$ cat src/hdl/nssd_pkg.sv
// Shared types and constants for the NMEA-style sentence decoder.
package nssd_pkg;

  localparam int MAX_PAYLOAD = 64;
  localparam int COUNT_W     = $clog2(MAX_PAYLOAD + 1);

  localparam logic [7:0] CHAR_DOLLAR  = 8'h24;
  localparam logic [7:0] CHAR_STAR    = 8'h2A;
  localparam logic [7:0] CHAR_NEWLINE = 8'h0A;
  localparam logic [7:0] CHAR_COMMA   = 8'h2C;
  localparam logic [7:0] CHAR_ZERO    = 8'h30;

  localparam logic [2:0] ST_WAIT = 3'd0;
  localparam logic [2:0] ST_GOOD = 3'd1;
  localparam logic [2:0] ST_FAIL = 3'd2;
  localparam logic [2:0] ST_COO  = 3'd3;
  localparam logic [2:0] ST_HIT  = 3'd4;
  localparam logic [2:0] ST_CHA  = 3'd5;
  localparam logic [2:0] ST_DET  = 3'd6;

  typedef struct packed {
    logic [2:0]  parse_status;
    logic [7:0]  row_value;
    logic [7:0]  col_value;
    logic [7:0]  hit_value;
    logic [15:0] first_word;
    logic [15:0] second_word;
  } result_t;

endpackage

$ cat src/hdl/nssd_parser.sv
// Per-byte sentence parser: sentence state and the result of the current byte.
module nssd_parser (
  input  logic             clk,
  input  logic             rst,
  input  logic             take,
  input  logic [7:0]       rx_byte,
  output nssd_pkg::result_t res
);
  import nssd_pkg::*;

  typedef enum logic [2:0] {
    PH_WAIT, PH_REC, PH_HEX1, PH_HEX2, PH_NL
  } phase_t;

  typedef enum logic [2:0] {
    K_NONE, K_HIT, K_COO, K_CHA, K_DET, K_CPEND
  } kind_t;

  phase_t             phase, phase_next;
  logic [COUNT_W-1:0] payload_count, payload_count_next;
  logic [7:0]         running_xor, running_xor_next;
  logic [3:0]         high_nibble, high_nibble_next;
  kind_t              message_kind, message_kind_next;
  logic [1:0]         field_number, field_number_next;
  logic [15:0]        acc [3];
  logic [15:0]        acc_next [3];
  logic               format_bad, format_bad_next;
  logic               digit_seen, digit_seen_next;

  logic [4:0]  hex;
  logic        is_digit;
  logic [1:0]  idx;
  logic [15:0] acc_sel;
  logic [15:0] acc_mul;
  logic        narrow;
  logic [1:0]  needed;
  logic        nl_ok;

  function automatic logic [4:0] hex_value(input logic [7:0] c);
    logic [4:0] v;
    v = 5'h10;
    if (c inside {[8'h30:8'h39]}) begin
      v = {1'b0, 4'(c - 8'h30)};
    end else if (c inside {[8'h41:8'h46]}) begin
      v = {1'b0, 4'(c - 8'h37)};
    end else if (c inside {[8'h61:8'h66]}) begin
      v = {1'b0, 4'(c - 8'h57)};
    end
    return v;
  endfunction

  always_comb begin
    hex      = hex_value(rx_byte);
    is_digit = rx_byte inside {[8'h30:8'h39]};
    idx      = (field_number == 2'd3) ? 2'd2 : field_number;
    acc_sel  = acc[idx];
    acc_mul  = (acc_sel << 3) + (acc_sel << 1) + {8'h00, rx_byte - CHAR_ZERO};
    narrow   = (message_kind == K_HIT) || (message_kind == K_COO);
    needed   = (message_kind == K_HIT) ? 2'd3 : 2'd2;
    nl_ok    = (rx_byte == CHAR_NEWLINE) && !format_bad && digit_seen &&
               ((message_kind == K_HIT) || (message_kind == K_COO) ||
                (message_kind == K_CHA) || (message_kind == K_DET)) &&
               (payload_count >= COUNT_W'(5)) &&
               ({1'b0, field_number} + 3'd1 == {1'b0, needed});
  end

  always_comb begin
    phase_next         = phase;
    payload_count_next = payload_count;
    running_xor_next   = running_xor;
    high_nibble_next   = high_nibble;
    message_kind_next  = message_kind;
    field_number_next  = field_number;
    acc_next           = acc;
    format_bad_next    = format_bad;
    digit_seen_next    = digit_seen;
    res                = '0;
    res.parse_status   = ST_FAIL;
    case (phase)
      PH_WAIT: begin
        if (rx_byte == CHAR_DOLLAR) begin
          payload_count_next = '0;
          running_xor_next   = '0;
          high_nibble_next   = '0;
          message_kind_next  = K_NONE;
          field_number_next  = '0;
          acc_next[0]        = '0;
          acc_next[1]        = '0;
          acc_next[2]        = '0;
          format_bad_next    = 1'b0;
          digit_seen_next    = 1'b0;
          phase_next         = PH_REC;
          res.parse_status   = ST_GOOD;
        end else begin
          res.parse_status = ST_WAIT;
        end
      end
      PH_REC: begin
        if (rx_byte == CHAR_STAR) begin
          phase_next       = PH_HEX1;
          res.parse_status = ST_GOOD;
        end else if (payload_count >= COUNT_W'(MAX_PAYLOAD)) begin
          phase_next = PH_WAIT;
        end else begin
          running_xor_next   = running_xor ^ rx_byte;
          payload_count_next = payload_count + COUNT_W'(1);
          res.parse_status   = ST_GOOD;
          if (payload_count == COUNT_W'(0)) begin
            case (rx_byte)
              "H":     message_kind_next = K_HIT;
              "C":     message_kind_next = K_CPEND;
              "D":     message_kind_next = K_DET;
              default: message_kind_next = K_NONE;
            endcase
          end else if (payload_count == COUNT_W'(1)) begin
            if (message_kind == K_HIT && rx_byte == "I") begin
              message_kind_next = K_HIT;
            end else if (message_kind == K_CPEND && rx_byte == "O") begin
              message_kind_next = K_COO;
            end else if (message_kind == K_CPEND && rx_byte == "H") begin
              message_kind_next = K_CHA;
            end else if (message_kind == K_DET && rx_byte == "E") begin
              message_kind_next = K_DET;
            end else begin
              message_kind_next = K_NONE;
            end
          end else if (payload_count == COUNT_W'(2)) begin
            if (!((message_kind == K_HIT && rx_byte == "T") ||
                  (message_kind == K_COO && rx_byte == "O") ||
                  (message_kind == K_CHA && rx_byte == "A") ||
                  (message_kind == K_DET && rx_byte == "T"))) begin
              message_kind_next = K_NONE;
            end
          end else if (payload_count == COUNT_W'(3)) begin
            if (rx_byte != CHAR_COMMA) begin
              format_bad_next = 1'b1;
            end
            field_number_next = '0;
            digit_seen_next   = 1'b0;
          end else if (is_digit) begin
            acc_next[idx]   = narrow ? {8'h00, acc_mul[7:0]} : acc_mul;
            digit_seen_next = 1'b1;
          end else if (rx_byte == CHAR_COMMA) begin
            if (!digit_seen || ({1'b0, field_number} + 3'd1 >= {1'b0, needed})) begin
              format_bad_next = 1'b1;
            end else begin
              field_number_next = field_number + 2'd1;
              digit_seen_next   = 1'b0;
            end
          end else begin
            format_bad_next = 1'b1;
          end
        end
      end
      PH_HEX1: begin
        if (hex[4]) begin
          phase_next = PH_WAIT;
        end else begin
          high_nibble_next = hex[3:0];
          phase_next       = PH_HEX2;
          res.parse_status = ST_GOOD;
        end
      end
      PH_HEX2: begin
        if (hex[4] || ({high_nibble, hex[3:0]} != running_xor)) begin
          phase_next = PH_WAIT;
        end else begin
          phase_next       = PH_NL;
          res.parse_status = ST_GOOD;
        end
      end
      PH_NL: begin
        phase_next = PH_WAIT;
        if (nl_ok) begin
          if (narrow) begin
            res.row_value = acc[0][7:0];
            res.col_value = acc[1][7:0];
            if (message_kind == K_HIT) begin
              res.hit_value    = acc[2][7:0];
              res.parse_status = ST_HIT;
            end else begin
              res.parse_status = ST_COO;
            end
          end else begin
            res.first_word   = acc[0];
            res.second_word  = acc[1];
            res.parse_status = (message_kind == K_CHA) ? ST_CHA : ST_DET;
          end
        end
      end
      default: begin
        phase_next = PH_WAIT;
      end
    endcase
  end

  always_ff @(posedge clk) begin
    if (rst) begin
      phase         <= PH_WAIT;
      payload_count <= '0;
      running_xor   <= '0;
      high_nibble   <= '0;
      message_kind  <= K_NONE;
      field_number  <= '0;
      acc[0]        <= '0;
      acc[1]        <= '0;
      acc[2]        <= '0;
      format_bad    <= 1'b0;
      digit_seen    <= 1'b0;
    end else if (take) begin
      phase         <= phase_next;
      payload_count <= payload_count_next;
      running_xor   <= running_xor_next;
      high_nibble   <= high_nibble_next;
      message_kind  <= message_kind_next;
      field_number  <= field_number_next;
      acc           <= acc_next;
      format_bad    <= format_bad_next;
      digit_seen    <= digit_seen_next;
    end
  end

endmodule

$ cat src/hdl/nssd_out_reg.sv
// Result holding register with valid flag for the sentence decoder.
module nssd_out_reg (
  input  logic              clk,
  input  logic              rst,
  input  logic              load,
  input  nssd_pkg::result_t res_in,
  input  logic              ready,
  output logic              valid,
  output nssd_pkg::result_t res_out
);
  import nssd_pkg::*;

  always_ff @(posedge clk) begin
    if (rst) begin
      valid <= 1'b0;
    end else if (load) begin
      valid <= 1'b1;
    end else if (ready) begin
      valid <= 1'b0;
    end
  end

  always_ff @(posedge clk) begin
    if (load) begin
      res_out <= res_in;
    end
  end

endmodule

$ cat src/hdl/nmea_style_sentence_decoder.sv
// Top level of the byte-serial NMEA-style sentence decoder.
// Each accepted byte yields its status in the result register in the cycle after it is accepted.
// Throughput is one byte per cycle; the only stall is a result not yet taken.
// A new byte is accepted in the same cycle that the held result is taken.
// Synchronous reset returns the parser to waiting for a dollar and empties the result.
module nmea_style_sentence_decoder (
  input  logic        clk,
  input  logic        rst,
  input  logic        rx_valid,
  output logic        rx_ready,
  input  logic [7:0]  rx_byte,
  output logic        res_valid,
  input  logic        res_ready,
  output logic [2:0]  parse_status,
  output logic [7:0]  row_value,
  output logic [7:0]  col_value,
  output logic [7:0]  hit_value,
  output logic [15:0] first_word,
  output logic [15:0] second_word
);
  import nssd_pkg::*;

  logic    take;
  result_t res_comb;
  result_t res_held;

  assign rx_ready = !res_valid || res_ready;
  assign take     = rx_valid && rx_ready;

  nssd_parser u_parser (
    .clk     (clk),
    .rst     (rst),
    .take    (take),
    .rx_byte (rx_byte),
    .res     (res_comb)
  );

  nssd_out_reg u_out_reg (
    .clk     (clk),
    .rst     (rst),
    .load    (take),
    .res_in  (res_comb),
    .ready   (res_ready),
    .valid   (res_valid),
    .res_out (res_held)
  );

  assign parse_status = res_held.parse_status;
  assign row_value    = res_held.row_value;
  assign col_value    = res_held.col_value;
  assign hit_value    = res_held.hit_value;
  assign first_word   = res_held.first_word;
  assign second_word  = res_held.second_word;

`ifndef SYNTHESIS
  a_take_gives_result: assert property (@(posedge clk) disable iff (rst)
    take |=> res_valid)
    else $error("accepted byte produced no result");

  a_stall_blocks_input: assert property (@(posedge clk) disable iff (rst)
    (res_valid && !res_ready) |-> !rx_ready)
    else $error("input accepted while result stalled");

  a_fields_zero: assert property (@(posedge clk) disable iff (rst)
    (res_valid && (parse_status == ST_WAIT || parse_status == ST_GOOD ||
                   parse_status == ST_FAIL)) |->
    (row_value == 8'd0 && col_value == 8'd0 && hit_value == 8'd0 &&
     first_word == 16'd0 && second_word == 16'd0))
    else $error("fields nonzero on a non-parsed status");

  a_status_range: assert property (@(posedge clk) disable iff (rst)
    res_valid |-> (parse_status != 3'd7))
    else $error("status code out of range");
`endif

endmodule

$ cat config.mk
export PLATFORM = sky130hd
export DESIGN_NAME = nmea_style_sentence_decoder
export DESIGN_NICKNAME = d
export VERILOG_FILES = /design/src/hdl/nssd_pkg.sv /design/src/hdl/nssd_parser.sv /design/src/hdl/nssd_out_reg.sv /design/src/hdl/nmea_style_sentence_decoder.sv
export SDC_FILE = /design/constraint.sdc
export NUM_CORES = 1
export LEC_CHECK = 0
export BUFFER_PORTS_ARGS = -buffer_cell sky130_fd_sc_hd__buf_2
export CAP_MARGIN = 20
export CORE_MARGIN = 5
export CORE_UTILIZATION = 56
export CTS_CLUSTER_SIZE = 20
export DETAILED_ROUTE_END_ITERATION = 12
export PLACE_DENSITY = 0.76
export SLEW_MARGIN = 0
export SYNTH_ARGS = -nofsm -noshare
export SYNTH_HDL_FRONTEND = slang
export SYNTH_SLANG_ARGS = --single-unit
$ cat constraint.sdc
create_clock -name clk -period 5.3 [get_ports clk]
set_clock_uncertainty 0.1 [all_clocks]
set_input_delay 1.06 -clock clk [delete_from_list [all_inputs] [get_ports clk]]
set_output_delay 1.06 -clock clk [all_outputs]
set_load 0.01 [all_outputs]
* After elaboration in Yosys (flattened, before gate mapping)
Cells that the tools add are included.
** Word-level totals
- ROM bits :: 0
- Bits in registers :: 137
- Memories :: 0
- Memory bits (writable) :: 0
- Latch bits :: 0
** Cells by class
- Equal/unequal tests :: 47
- Divide/modulo/power cells :: 0
- Multipliers :: 0
- Mux-type cells :: 99
- $add $sub $neg :: 8
- Magnitude comparators :: 11
- Shift-type cells :: 0
- Reductions and logical operators :: 46
- Bitwise gates (word level) :: 4
** Operators with widths (count)
- two-way mux 48 bit :: 8
- case mux 48 bit (2 select lines) :: 1
- equality test 8 x 7 -> 1 bit (second input constant) :: 8
- two-way mux 59 bit :: 1
- two-way mux 3 bit :: 18
- bitwise mux 48 bit :: 1
- binary-select mux 16 bit (select 2 bit) :: 1
- demux 16 bit (select 2 bit) :: 1
- two-way mux 16 bit :: 2
- two-way mux 2 bit :: 16
- two-way mux 32 bit :: 1
- two-way mux 8 bit :: 4
- two-way mux 15 bit :: 2
- equality test 8 x 6 -> 1 bit (second input constant) :: 3
- two-way mux 1 bit :: 24
- two-way mux 24 bit :: 1
- AND reduction 11 bit :: 2
- two-way mux 7 bit :: 3
- AND reduction 10 bit :: 2
- logical AND 1 bit :: 18
- adder 16 bit :: 1
- adder 16 x 8 -> 16 bit :: 1
- >= comparator 8 x 7 -> 1 bit (second input constant) :: 2
- less-or-equal comparator 8 x 7 -> 1 bit (second input constant) :: 2
- 54 further kinds :: 92

* Logic depth before layout (Yosys ltp)
- Word-level depth :: 18
- Depth in mapped cells :: 17
- Gate-level depth less buffers :: 16

* Cells and area by module
From an unflattened synthesis, not the netlist that was laid out.
** Unflattened totals
- Cells, all modules :: 740
- Area total of the unflattened synthesis :: 7524.7 um^2
** Modules (own cells, without submodules)
- nssd_parser :: times used 1, seq. area each 1521.5 um^2, area each 5691.7 um^2, cells each 675
- nssd_out_reg :: times used 1, seq. area each 1791.7 um^2, area each 1810.5 um^2, cells each 63
- nmea_style_sentence_decoder :: times used 1, seq. area each 0.0 um^2, area each 22.5 um^2, cells each 2

* Worst setup path after synthesis
No wires, ideal clock.
- Kind :: reg-to-reg
- Start point :: register u_parser.field_number[0]
- End point :: register u_parser.acc[43] (netlist name)
- Setup time :: 0.117 ns
- Buffers on the path :: 3
- Data required time :: 5.083 ns
- Stages on the path, launching flop included :: 14
- Arrival time :: 3.668 ns
- Slack :: 1.415 ns
- Cells stage by stage :: dfxtp_1 ha_1 clkbuf_1 buf_1 mux2i_1 o21ai_0 fa_1 ha_1 or3_1 clkbuf_1 or2_2 a31oi_1 xnor2_1 a32o_1
** On the way
- Cells in the longest elaborated chain, start to end :: 18
** Ends and longest elaborated chain
- start: declaration :: line nssd_parser.sv:24 : logic [1:0] field_number, field_number_next;
- start signal: assignment :: line nssd_parser.sv:216 : field_number <= field_number_next;
- equality test 2 bit :: line nssd_parser.sv:55 : idx = (field_number == 2'd3) ? 2'd2 : field_number;
- two-way mux 2 bit (*) :: line nssd_parser.sv:55
- NOT 2 -> 3 bit (*) :: line nssd_parser.sv:56, nssd_parser.sv:141
- binary-select mux 16 bit (select 2 bit) :: line nssd_parser.sv:56 : acc_sel = acc[idx];
- two-way mux 15 bit (not written as such) (2 in series) :: line nssd_parser.sv:56
- adder 16 bit :: line nssd_parser.sv:57 : acc_mul = (acc_sel << 3) + (acc_sel << 1) + {8'h00, rx_byte - CHAR_ZERO};
- adder 16 x 8 -> 16 bit :: line nssd_parser.sv:57
- two-way mux 16 bit :: line nssd_parser.sv:141 : acc_next[idx] = narrow ? {8'h00, acc_mul[7:0]} : acc_mul;
- bitwise mux 48 bit (*) :: line nssd_parser.sv:141
- two-way mux 48 bit (*) :: line nssd_parser.sv:140 : end else if (is_digit) begin
- two-way mux 48 bit (*) :: line nssd_parser.sv:134 : end else if (payload_count == COUNT_W'(3)) begin
- two-way mux 48 bit (*) :: line nssd_parser.sv:127 : end else if (payload_count == COUNT_W'(2)) begin
- two-way mux 48 bit (*) :: line nssd_parser.sv:115 : end else if (payload_count == COUNT_W'(1)) begin
- two-way mux 48 bit (*) :: line nssd_parser.sv:108 : if (payload_count == COUNT_W'(0)) begin
- two-way mux 48 bit (*) :: line nssd_parser.sv:102 : end else if (payload_count >= COUNT_W'(MAX_PAYLOAD)) begin
- two-way mux 48 bit (*) :: line nssd_parser.sv:99 : if (rx_byte == CHAR_STAR) begin
- case mux 48 bit (2 select lines) (*) :: line nssd_parser.sv:79 : case (phase)
- end signal: assignment :: line nssd_parser.sv:217 : acc <= acc_next;
- end: declaration :: line nssd_parser.sv:25 : logic [15:0] acc [3];
Every way passes the cells marked *; elsewhere a longest branch is shown, timed or not. The select of a mux whose other input is x is not followed.
A chain may end at the register's enable or synchronous reset.

* Final worst setup path
- Start point :: register u_parser.field_number[0]
- End point :: register u_parser.acc[13] (netlist name)
The elaborated chain is that of the path after synthesis.

==> results.txt <==
status - complete, no violations
ratio of cells with drive above 1 in the final layout - 0.156
number of synthesized flops with an enable pin - 59
design area - 8730 µm²
Final Critical Period - 4.85 ns
Ant. Diodes - 0
Yosys cell types - 76
worst vdd ir - 191 µV
worst-path cell chain - ha_1, inv_1, nor2_1, nand2_1, o21ai_0, fa_1, ha_1, a21oi_1, o211ai_1, o211a_1, nor4_1, nand3b_1, a21oi_1
GR Layer Usage met1 - 0.338
Max Clk Rate - 206 MHz
Pre-Repair DR Iteration Count - 8
CTS Sinks - 136
Layout area overhead - 14.3%
Yosys reg bits - 136
critical path startpoint category - flip-flop
root buf cell - clkbuf_16
first-pass GRT wire length - 33,000 µm
PortBufs - 72
post-CTS resize count - 0
Mean Syn Cell Area - 9.68 µm²
met3 Use GR - 0.0441
antenna violations before repair - 0
CP max stage cell - ha_1
dominant cell type by area after synthesis - edfxtp_1
most frequent cells in the layout - dfxtp_1, nor2_1, buf_2
setup TNS - 0 ns
Yosys top cell area share - 0.232
maxcap violations - 0
Post-DRT Antenna Nets - 0
Final setup violation count - 0
Starting Density - 0.575
core box area - 13,300 µm²
latest clock arrival within the worst-skew pair - 0.44 ns
placed cell areas - 8130 µm²
clock transition at the registers of the reported paths - 0.06 ns
CP arrival - 5.05 ns
Tcrit/Tclk final - 0.915
GRT met2 Usage - 0.433
power density cells - 285 nW/µm²
pin count of the biggest net entering global routing - 41
GR peak layer - met2
ys flop type - dfxtp_1
1st-iter DRT viols - 556
Avg Vias per Cell - 6.23
Syn Inst Count - 790
commonest non-fill, non-tap cell in the layout - dfxtp_1
kind of critical path - flip-flop to flip-flop
CTS tree - yes
GRT overflow - 0
element type at the critical path end - flip-flop
max-slew violations - 0
Worst Hold Class - flip-flop to flip-flop
routed len/inst - 20.2 µm
Worst EP required - 5.50 ns
Hold WS - 0.359 ns
CTS buffer count - 17
Slew headroom - 0.254
Cells after DPL - 1,003
Detailed Place HPWL - 15,400 µm
post-CTS setup buffer count - 0
Pleak - 0.00357 µW
fin nets - 905
Async S/R FF share, synth - 0
fin worst setup slack - 0.453 ns
vias in the first global route - 6,216
Yosys Warn Count - 0
CTS Buffer Depth - 2
# hold bufs at CTS - 0
Hold Fails Final Rpt - 0
final WL - 20,900 µm
max incr delay on CP - 0.94 ns
pre-CTS setup slack - 0.533 ns
die span in y - 127 µm
drc violations - 0
post-route insts no fill - 1,036
worst reg2reg setup slack - 0.45 ns
actual slew at the worst max-slew pin - 1.12 ns
Tot GR Track Use - 0.261
routability cong. - 0.961
Die ar. - 16,100 µm²
top cells by area, synth - edfxtp_1, dfxtp_1, ha_1
sequential share of the synthesized area - 0.433
Ports - 73
RSZ-0062 raised after global routing - false
H-tree levels - 4
vias - 6,454
FP Rows - 42
Mapped Area - 7640 µm²
Crit Path Max Fanout - 18
syn_nets - 848
Die X-Extent - 127 µm
## per-layer routing
metal	vias to the layer above	share of wire
met3	54	0.065
met1	3111	0.43
met2	274	0.48
met5	-	0
met4	0	0.029
li1	3015	-
## kinds of logic after synthesis
logic type	count (synthesis)	synth area share
simple gates	294	0.211
compound gates	188	0.172
flops	136	0.433
buf+inv	75	0.0404
fa+ha+maj	46	0.0812
xor+xnor	31	0.0355
mux	20	0.0262
## sequential cells by signal (all words and copies together), names as in the netlist
register / flops
u_out_reg.res_out: 59
u_parser.acc: 47
u_parser.running_xor: 8
u_parser.payload_count: 7
u_parser.high_nibble: 4
u_parser.message_kind: 3
u_parser.phase: 3
u_parser.field_number: 2
u_out_reg.valid: 1
u_parser.digit_seen: 1
u_parser.format_bad: 1
## area by class of cell
| type | instances | area [µm²] |
|---|---|---|
| Sequential cell | 136 | 3310 |
| Inverter | 28 | 105 |
| Tap cell | 176 | 220 |
| Clock buffer | 18 | 429 |
| Fill cell | 1071 | 4560 |
| Clock inverter | 14 | 169 |
| Timing Repair Buffer | 85 | 465 |
| Multi-Input combinational cell | 579 | 4030 |
## worst max-delay path, delay by kind of cell, from the launching register on
family	cells	cell delay, ns
AOI/OAI and AO/OA	5	0.96
buffers and inverters	1	0.14
DFF	1	0.43
and+or+nand+nor	4	1.35
adders and majority gates	3	1.74
## through the flow
stage               utilization  total power [µW]
floorplan                     -              1240
CTS                       0.656              2500
detailed placement        0.611              1290
global placement          0.610              1290
finish                    0.657              2490
global route              0.657              2560
## worst paths after layout
path                                 start               end  depth (start not counted)
setup / recovery  u_parser.field_number[0]  u_parser.acc[13]                         13
hold / removal            u_parser.acc[13]  u_parser.acc[13]                          2
setup reg to reg  u_parser.field_number[0]  u_parser.acc[13]                         13
hold reg to reg           u_parser.acc[13]  u_parser.acc[13]                          2
## synthesized netlist by cell type, types with 4 or more instances
| library cell | number |
|---|---|
| nand3_1 | 15 |
| xor2_1 | 16 |
| nand4_1 | 9 |
| o2bb2ai_1 | 11 |
| nor4_1 | 8 |
| buf_2 | 4 |
| nand2b_1 | 16 |
| ha_1 | 40 |
| o2111ai_1 | 4 |
| a21o_1 | 4 |
| o211ai_1 | 4 |
| mux2i_1 | 20 |
| nor2_1 | 74 |
| nand2_1 | 37 |
| a31oi_1 | 8 |
| edfxtp_1 | 59 |
| a21oi_1 | 31 |
| nand3b_1 | 12 |
| and3_1 | 30 |
| xnor2_1 | 15 |
| and2_1 | 34 |
| clkbuf_1 | 38 |
| o21a_1 | 5 |
| dfxtp_1 | 77 |
| a22oi_1 | 31 |
| nor2b_1 | 14 |
| o21ai_0 | 38 |
| nor3_1 | 17 |
| inv_1 | 28 |
| fa_1 | 6 |
## power breakdown
group	switching, µW	internal (µW)
Sequential	5.43	1110
Clock	477	742
Combinational	102	47.7
Total	585	1900
(Power assumes the default switching activity.)
